<file path="src/bsr_pkg.sv">
`timescale 1ns / 1ps

package bsr_pkg;

  localparam int RADIUS_W = 16;

  // Commands from the controller to the datapath
  typedef struct packed {
    logic s1_load;    // capture a vertex into the square stage
    logic acc_en;     // fold the square stage into the running maximum
    logic root_load;  // start a root on the final maximum, clear the maximum
    logic root_step;  // advance the root by one result bit
    logic out_load;   // move the finished root into the output register
  } bsr_cmd_t;

  // Status from the datapath to the controller
  typedef struct packed {
    logic root_last;  // the current root step is the final one
  } bsr_status_t;

endpackage

</file>
<file path="src/bounding_sphere_radius.sv">
`timescale 1ns / 1ps
// Result: a last vertex goes through the square stage, the root unit and the output
//   register; the root unit resolves one result bit per cycle.
// Throughput: one vertex per cycle inside a mesh; after a last vertex the input
//   stalls until the root finishes and the result enters the output register.
// Reset: asynchronous, active low; clears the running maximum and all valid state.

module bounding_sphere_radius import bsr_pkg::*; #(
  parameter int COORD_WIDTH = 16
) (
  input  logic                          clk_i,
  input  logic                          rst_ni,
  input  logic                          in_valid_i,
  output logic                          in_stall_o,
  input  logic signed [COORD_WIDTH-1:0] coord_x_i,
  input  logic signed [COORD_WIDTH-1:0] coord_y_i,
  input  logic signed [COORD_WIDTH-1:0] coord_z_i,
  input  logic                          last_vertex_i,
  output logic                          out_valid_o,
  input  logic                          out_stall_i,
  output logic [RADIUS_W-1:0]           radius_o
);

  // Command and status between the sequencer and the arithmetic
  bsr_cmd_t    cmd;
  bsr_status_t status;

  // Sequencer: hold the square stage valid bits, run the root, drive the
  // output register handshake
  bsr_ctrl u_ctrl (
    .clk_i         (clk_i),
    .rst_ni        (rst_ni),
    .in_valid_i    (in_valid_i),
    .last_vertex_i (last_vertex_i),
    .in_stall_o    (in_stall_o),
    .out_valid_o   (out_valid_o),
    .out_stall_i   (out_stall_i),
    .cmd_o         (cmd),
    .status_i      (status)
  );

  // Datapath: squares, running maximum, bit-serial root, output register
  bsr_datapath #(
    .COORD_WIDTH (COORD_WIDTH)
  ) u_datapath (
    .clk_i     (clk_i),
    .rst_ni    (rst_ni),
    .coord_x_i (coord_x_i),
    .coord_y_i (coord_y_i),
    .coord_z_i (coord_z_i),
    .cmd_i     (cmd),
    .status_o  (status),
    .radius_o  (radius_o)
  );

endmodule

</file>
<file path="src/bsr_ctrl.sv">
`timescale 1ns / 1ps

module bsr_ctrl import bsr_pkg::*; (
  input  logic        clk_i,
  input  logic        rst_ni,
  input  logic        in_valid_i,
  input  logic        last_vertex_i,
  output logic        in_stall_o,
  output logic        out_valid_o,
  input  logic        out_stall_i,
  output bsr_cmd_t    cmd_o,
  input  bsr_status_t status_i
);

  typedef enum logic [1:0] {
    ST_RUN,
    ST_FLUSH,
    ST_ROOT,
    ST_FIN
  } state_e;

  state_e state_q, state_d;
  logic   s1_valid_q, s1_valid_d;
  logic   s1_last_q, s1_last_d;
  logic   out_valid_q, out_valid_d;
  logic   accept;
  logic   out_free;

  assign accept   = in_valid_i && (state_q == ST_RUN);
  assign out_free = !out_valid_q || !out_stall_i;

  always_comb begin
    state_d           = state_q;
    cmd_o.s1_load     = accept;
    cmd_o.acc_en      = s1_valid_q;
    cmd_o.root_load   = s1_valid_q && s1_last_q;
    cmd_o.root_step   = 1'b0;
    cmd_o.out_load    = 1'b0;
    s1_valid_d        = accept;
    s1_last_d         = accept && last_vertex_i;
    unique case (state_q)
      ST_RUN: begin
        if (accept && last_vertex_i) begin
          state_d = ST_FLUSH;
        end
      end
      ST_FLUSH: begin
        // The last vertex sits in the square stage; the root loads now
        state_d = ST_ROOT;
      end
      ST_ROOT: begin
        cmd_o.root_step = 1'b1;
        if (status_i.root_last) begin
          state_d = ST_FIN;
        end
      end
      ST_FIN: begin
        if (out_free) begin
          cmd_o.out_load = 1'b1;
          state_d        = ST_RUN;
        end
      end
      default: state_d = ST_RUN;
    endcase
    if (cmd_o.out_load) begin
      out_valid_d = 1'b1;
    end else if (out_valid_q && !out_stall_i) begin
      out_valid_d = 1'b0;
    end else begin
      out_valid_d = out_valid_q;
    end
  end

  always_ff @(posedge clk_i or negedge rst_ni) begin
    if (!rst_ni) begin
      state_q     <= ST_RUN;
      s1_valid_q  <= 1'b0;
      s1_last_q   <= 1'b0;
      out_valid_q <= 1'b0;
    end else begin
      state_q     <= state_d;
      s1_valid_q  <= s1_valid_d;
      s1_last_q   <= s1_last_d;
      out_valid_q <= out_valid_d;
    end
  end

  assign in_stall_o  = (state_q != ST_RUN);
  assign out_valid_o = out_valid_q;

endmodule

</file>
<file path="src/bsr_datapath.sv">
`timescale 1ns / 1ps

module bsr_datapath import bsr_pkg::*; #(
  parameter int COORD_WIDTH = 16
) (
  input  logic                          clk_i,
  input  logic                          rst_ni,
  input  logic signed [COORD_WIDTH-1:0] coord_x_i,
  input  logic signed [COORD_WIDTH-1:0] coord_y_i,
  input  logic signed [COORD_WIDTH-1:0] coord_z_i,
  input  bsr_cmd_t                      cmd_i,
  output bsr_status_t                   status_o,
  output logic [RADIUS_W-1:0]           radius_o
);

  localparam int SQ_W   = 2 * COORD_WIDTH;
  localparam int FULL_W = SQ_W + 2;
  localparam int SUM_W  = (FULL_W > 64) ? 64 : FULL_W;
  localparam int ROOT_W = SUM_W / 2;
  localparam int REM_W  = ROOT_W + 2;
  localparam int CNT_W  = $clog2(ROOT_W);
  localparam int EXT_W  = (ROOT_W > RADIUS_W) ? ROOT_W : RADIUS_W;

  logic [COORD_WIDTH-1:0] mag_x, mag_y, mag_z;
  logic [SQ_W-1:0]        sq_x_q, sq_y_q, sq_z_q;
  logic [SUM_W-1:0]       sum;
  logic [SUM_W-1:0]       max_q, max_d;
  logic                   sum_gt;
  logic [SUM_W-1:0]       rad_q, rad_d;
  logic [REM_W-1:0]       rem_q, rem_d;
  logic [ROOT_W-1:0]      root_q, root_d;
  logic [CNT_W-1:0]       cnt_q, cnt_d;
  logic [REM_W-1:0]       rem_shift;
  logic [REM_W-1:0]       trial;
  logic [EXT_W-1:0]       root_ext;
  logic [RADIUS_W-1:0]    radius_q;

  assign mag_x = coord_x_i[COORD_WIDTH-1] ? (~coord_x_i + COORD_WIDTH'(1)) : coord_x_i;
  assign mag_y = coord_y_i[COORD_WIDTH-1] ? (~coord_y_i + COORD_WIDTH'(1)) : coord_y_i;
  assign mag_z = coord_z_i[COORD_WIDTH-1] ? (~coord_z_i + COORD_WIDTH'(1)) : coord_z_i;

  // Square stage
  always_ff @(posedge clk_i) begin
    if (cmd_i.s1_load) begin
      sq_x_q <= SQ_W'(mag_x) * SQ_W'(mag_x);
      sq_y_q <= SQ_W'(mag_y) * SQ_W'(mag_y);
      sq_z_q <= SQ_W'(mag_z) * SQ_W'(mag_z);
    end
  end

  // Sum wraps at 64 bits for the widest coordinates
  assign sum    = SUM_W'(FULL_W'(sq_x_q) + FULL_W'(sq_y_q) + FULL_W'(sq_z_q));
  assign sum_gt = sum > max_q;

  always_comb begin
    max_d = max_q;
    if (cmd_i.root_load) begin
      max_d = '0;
    end else if (cmd_i.acc_en && sum_gt) begin
      max_d = sum;
    end
  end

  always_ff @(posedge clk_i or negedge rst_ni) begin
    if (!rst_ni) begin
      max_q <= '0;
    end else begin
      max_q <= max_d;
    end
  end

  // Restoring square root, one result bit per step
  assign rem_shift = {rem_q[REM_W-3:0], rad_q[SUM_W-1 -: 2]};
  assign trial     = {root_q, 2'b01};

  always_comb begin
    rad_d  = rad_q;
    rem_d  = rem_q;
    root_d = root_q;
    cnt_d  = cnt_q;
    if (cmd_i.root_load) begin
      rad_d  = sum_gt ? sum : max_q;
      rem_d  = '0;
      root_d = '0;
      cnt_d  = '0;
    end else if (cmd_i.root_step) begin
      rad_d = {rad_q[SUM_W-3:0], 2'b00};
      cnt_d = cnt_q + CNT_W'(1);
      if (rem_shift >= trial) begin
        rem_d  = rem_shift - trial;
        root_d = {root_q[ROOT_W-2:0], 1'b1};
      end else begin
        rem_d  = rem_shift;
        root_d = {root_q[ROOT_W-2:0], 1'b0};
      end
    end
  end

  always_ff @(posedge clk_i) begin
    rad_q  <= rad_d;
    rem_q  <= rem_d;
    root_q <= root_d;
    cnt_q  <= cnt_d;
  end

  assign status_o.root_last = (cnt_q == CNT_W'(ROOT_W - 1));

  // Saturate roots that overflow the radius field
  assign root_ext = EXT_W'(root_q);

  always_ff @(posedge clk_i) begin
    if (cmd_i.out_load) begin
      radius_q <= (root_ext > EXT_W'({RADIUS_W{1'b1}})) ? {RADIUS_W{1'b1}}
                                                        : root_ext[RADIUS_W-1:0];
    end
  end

  assign radius_o = radius_q;

endmodule
</file>
<file path="config.mk">
export PLATFORM = sky130hd
export DESIGN_NAME = bounding_sphere_radius
export DESIGN_NICKNAME = d
export VERILOG_FILES = /design/src/bsr_pkg.sv /design/src/bounding_sphere_radius.sv /design/src/bsr_ctrl.sv /design/src/bsr_datapath.sv
export SDC_FILE = /design/constraint.sdc
export NUM_CORES = 2
export LEC_CHECK = 0
export BUFFER_PORTS_ARGS = -buffer_cell sky130_fd_sc_hd__buf_2
export CAP_MARGIN = 10
export CORE_MARGIN = 2
export CORE_UTILIZATION = 60
export CTS_CLUSTER_SIZE = 12
export DETAILED_ROUTE_END_ITERATION = 8
export GPL_ROUTABILITY_DRIVEN = 0
export GPL_TIMING_DRIVEN = 0
export PLACE_DENSITY = 0.77
export SLEW_MARGIN = 20
export SYNTH_ARGS = -nofsm -noshare
export SYNTH_HDL_FRONTEND = slang
export SYNTH_HIERARCHICAL = 1
export SYNTH_SLANG_ARGS = --single-unit
export TNS_END_PERCENT = 1
</file>
<file path="constraint.sdc">
create_clock -name clk_i -period 6.51 [get_ports clk_i]
set_input_delay 0.651 -clock clk_i [delete_from_list [all_inputs] [get_ports clk_i]]
set_output_delay 0.651 -clock clk_i [all_outputs]
set_load 0.05 [all_outputs]
</file>
==> results.sh <==
export IMPL_cts_hold_buffers=0
export IMPL_cts_clk_slew_worst_paths_ns=0.06
export IMPL_synth_xor_area_share_pct=5.094
export IMPL_syn2layout_area_growth_pct=10.87
export IMPL_syn_inst=3611
export IMPL_ioPinCount=71
export IMPL_first_global_vias=26480
export IMPL_rr_worst_depth=19
export IMPL_wl_per_cell_microns=17.16
export IMPL_grt_start_max_net_pins=54
export IMPL_drc_errors=0
export IMPL_max_stage_delay_ns=0.55
export IMPL_finalHoldViolCount=0
export IMPL_synth_adder_area_share_pct=44.82
export IMPL_cts_root_buffer="clkbuf_16"
export IMPL_fin_ws_ns=-1.254
export IMPL_dp_slack_ns=-3.309
export IMPL_relSlewSlack_pct=35.56
export IMPL_post_dp_cell_area_sq_mm=0.03544
export IMPL_cpMostUsedCell="fa_1"
export IMPL_synthesis_area_sq_mm=0.03382
export IMPL_crit_fanout=10
export IMPL_grt_overflow=0
export IMPL_port_buffers=69
export IMPL_drt_first_pass_iters=7
export IMPL_regArea_sq_mm=0.006051
export IMPL_n_antenna_cell=0
export IMPL_hpwl_microns=61720
export IMPL_worstPathRequired_ns=6.77
export IMPL_maxSlewViolCount=0
export IMPL_htree_levels=1
export IMPL_antenna_left=0
export IMPL_synth_top_family_by_area="adder cells"
export IMPL_viasPerCell=5.635
export IMPL_violations="setup timing"
export IMPL_endpoint_kind="flop"
export IMPL_crit_slowest_cell="fa_1"
export IMPL_rsz0062_at_grt="yes"
export IMPL_core_sq_mm=0.05606
export IMPL_ys_warn_count=6
export IMPL_fillCellCount=4352
export IMPL_worstReg2RegStart="u_datapath/sq_y_q[7]"
export IMPL_dp_cells=4471
export IMPL_grt_pass1_wl_microns=128900
export IMPL_synth_edf_count=143
export IMPL_ys_types=90
export IMPL_rrSetupSlack_ns=0.04
export IMPL_cts_tree="done"
export IMPL_fp_dieH_microns=241.4
export IMPL_fin_cells=4552
export IMPL_drtIter0Drc=1724
export IMPL_fmax_mhz=128.8
export IMPL_fp_row_count=87
export IMPL_avgSynthCellArea_sq_um=9.367
export IMPL_final_cell_area_sq_mm=0.03750
export IMPL_cts_sinks=221
export IMPL_final_core_util_pct=66.90
export IMPL_ys_ff_latch=221
export IMPL_cp_data_arrival_time_ns=8.02
export IMPL_antenna_found_initial=0
export IMPL_multi_input_comb_area_sq_mm=0.02565
export IMPL_critPathLaunchType="input pin"
export IMPL_synthSimpleGateAreaFrac_pct=11.10
export IMPL_cts_made_buffers=25
export IMPL_start_util_pct=60.34
export IMPL_hold_class="input pin to asynchronous set/reset pin"
export IMPL_muxShareOfSynthArea_pct=1.646
export IMPL_vias=25650
export IMPL_synth_compound_area_share_pct=9.821
export IMPL_fin_nets=4731
export IMPL_r2r_end="u_datapath/max_q[30]"
export IMPL_synthFlopType="edfxtp_1"
export IMPL_maxCapViolations=0
export IMPL_die_w_microns=241.4
export IMPL_wl_microns=78100
export IMPL_grt_total_usage_pct=27.74
export IMPL_clock_latency_ns=0.55
export IMPL_fin_crit_ns=7.764
export IMPL_clockBufferDepth=3
export IMPL_period_share_pct=119.3
export IMPL_async_flop_share_pct=17.65
export IMPL_worstMarginPinSlew_ns=0.9665
export IMPL_status="finished, violations left"
export IMPL_drive_above_1_share_pct=9.326
export IMPL_worstSetupPathType="input pin to flop"
export IMPL_setup_violations=57
export IMPL_fin_worst_skew_ns=0.04153
export IMPL_design_die_area_sq_mm=0.05829
export IMPL_yosysSeqAreaShare_pct=17.89
metrics by stage:
step           setup TNS (ns)  hold slack [ns]
6_report               -41.13           0.2536
5_1_grt                -58.25           0.3268
4_1_cts                -40.25           0.2667
3_5_place_dp          -154.84           0.4932
3_3_place_gp          -144.71           0.4811
2_1_floorplan          -42.62           0.3554
cells in the mapped netlist, drive strengths merged, types with 5 or more instances:
cell | n | area (sq um)
xnor2 | 124 | 1101
o221ai | 7 | 61.31
nand3 | 38 | 190.2
clkbuf | 72 | 270.3
dfxtp | 39 | 780.8
and3 | 8 | 50.05
a311oi | 6 | 58.80
o41ai | 8 | 92.59
nor4 | 5 | 31.28
o21ai | 78 | 390.4
o21a | 24 | 180.2
a21o | 70 | 525.5
or2 | 8 | 50.05
a211oi | 32 | 240.2
o21bai | 11 | 82.58
xor2 | 68 | 621.8
nand3b | 5 | 37.54
or3 | 13 | 91.34
a31oi | 11 | 68.82
o31ai | 14 | 118.9
inv | 756 | 2838
nor2b | 19 | 126.4
and2 | 16 | 101.4
dfrtp | 39 | 975.9
edfxtp | 143 | 4294
nand2 | 354 | 1331
o211ai | 6 | 45.04
a21oi | 194 | 970.9
nor2 | 313 | 1177
a21boi | 7 | 63.82
nor3 | 30 | 155.1
nand4 | 20 | 125.1
and4 | 5 | 43.79
mux2 | 5 | 56.30
ha | 378 | 4730
mux2i | 50 | 500.5
nand2b | 19 | 118.9
a211o | 6 | 52.55
clkinv | 19 | 71.32
fa | 521 | 10430
buf | 13 | 70.07
o22ai | 6 | 37.54
cell families after synthesis:
family                   after synthesis
XOR/XNOR                             192
other                                  2
flip-flops                           221
buffers and inverters                860
multiplexers                          55
AND/OR/NAND/NOR                      865
adder cells (fa/ha/maj)              899
AO/OA/AOI/OAI                        517
per-layer routing:
layer	routed length, microns	track usage (%)	vias to the layer above	part of all wire (%)
li1	-	-	11830	-
met1	31760	36.90	12640	41
met2	37550	46.97	958	48
met3	5929	4.148	224	7.6
met4	2856	8.866	0	3.7
met5	0	0	-	0
layout by cell type, fill, tap and decap left out, types with 28 or more instances in the layout:
cell type | netlist | final
a211oi_1 | 32 | 31
a21o_1 | 70 | 70
a21oi_1 | 194 | 180
buf_2 | 8 | 74
buf_4 | 3 | 42
clkbuf_1 | 72 | 60
clkbuf_16 | 0 | 28
conb_1 | 2 | 36
dfrtp_1 | 39 | 39
dfxtp_1 | 39 | 39
edfxtp_1 | 143 | 143
fa_1 | 521 | 520
ha_1 | 378 | 362
inv_1 | 750 | 749
mux2i_1 | 50 | 50
nand2_1 | 353 | 345
nand3_1 | 38 | 36
nor2_1 | 312 | 307
o21ai_0 | 73 | 62
xnor2_1 | 122 | 106
xor2_1 | 66 | 46
worst max-delay path by stage:
stage / startpoint / end / cells past startpoint
2_1_floorplan: coord_z_i[4] / u_datapath/sq_z_q[31] / 28
3_3_place_gp: coord_x_i[0] / u_datapath/sq_x_q[31] / 30
3_5_place_dp: coord_x_i[0] / u_datapath/sq_x_q[31] / 30
4_1_cts: coord_z_i[0] / u_datapath/sq_z_q[31] / 32
5_1_grt: coord_z_i[2] / u_datapath/sq_z_q[29] / 29
6_report: coord_z_i[0] / u_datapath/sq_z_q[29] / 32
final cells by class:
cell class,count,area share [%]
Multi-Input combinational cell,2564,68.40
Clock inverter,7,0.1635
Buffer,84,1.134
Sequential cell,221,16.13
Timing Repair Buffer,108,1.778
Tap cell,756,2.522
Clock buffer,37,1.928
Inverter,775,7.940
what timing repair did:
| item | CTS | global route |
|---|---|---|
| resized for setup | 130 | 77 |
| buffers inserted | 30 | 8 |
| pin swaps | 25 | 30 |
| setup endpoints to repair | 130 | 131 |
critical path, delay by kind of cell:
kind                     cells  cell delay [ns]
AO/OA/AOI/OAI                8             1.82
XOR/XNOR                     2             0.29
adder cells (fa/ha/maj)      8             3.43
buffers and inverters       10             1.15
AND/OR/NAND/NOR              4             0.64
registers in the layout, summed over array words and instances, names as in the netlist:
signal               cells
u_ctrl/s1_valid_q        1
u_ctrl/state_q           2
u_datapath/max_q        34
u_datapath/sq_x_q       31
u_datapath/rad_q        34
u_datapath/rem_q        17
u_ctrl/out_valid_o       1
u_datapath/cnt_q         5
u_datapath/sq_z_q       31
u_datapath/root_ext     17
u_datapath/sq_y_q       31
u_ctrl/s1_last_q         1
u_datapath/radius_o     16
Power is not shown: default switching activity piles up to over one toggle a cycle in this logic, so the estimate is an artifact.
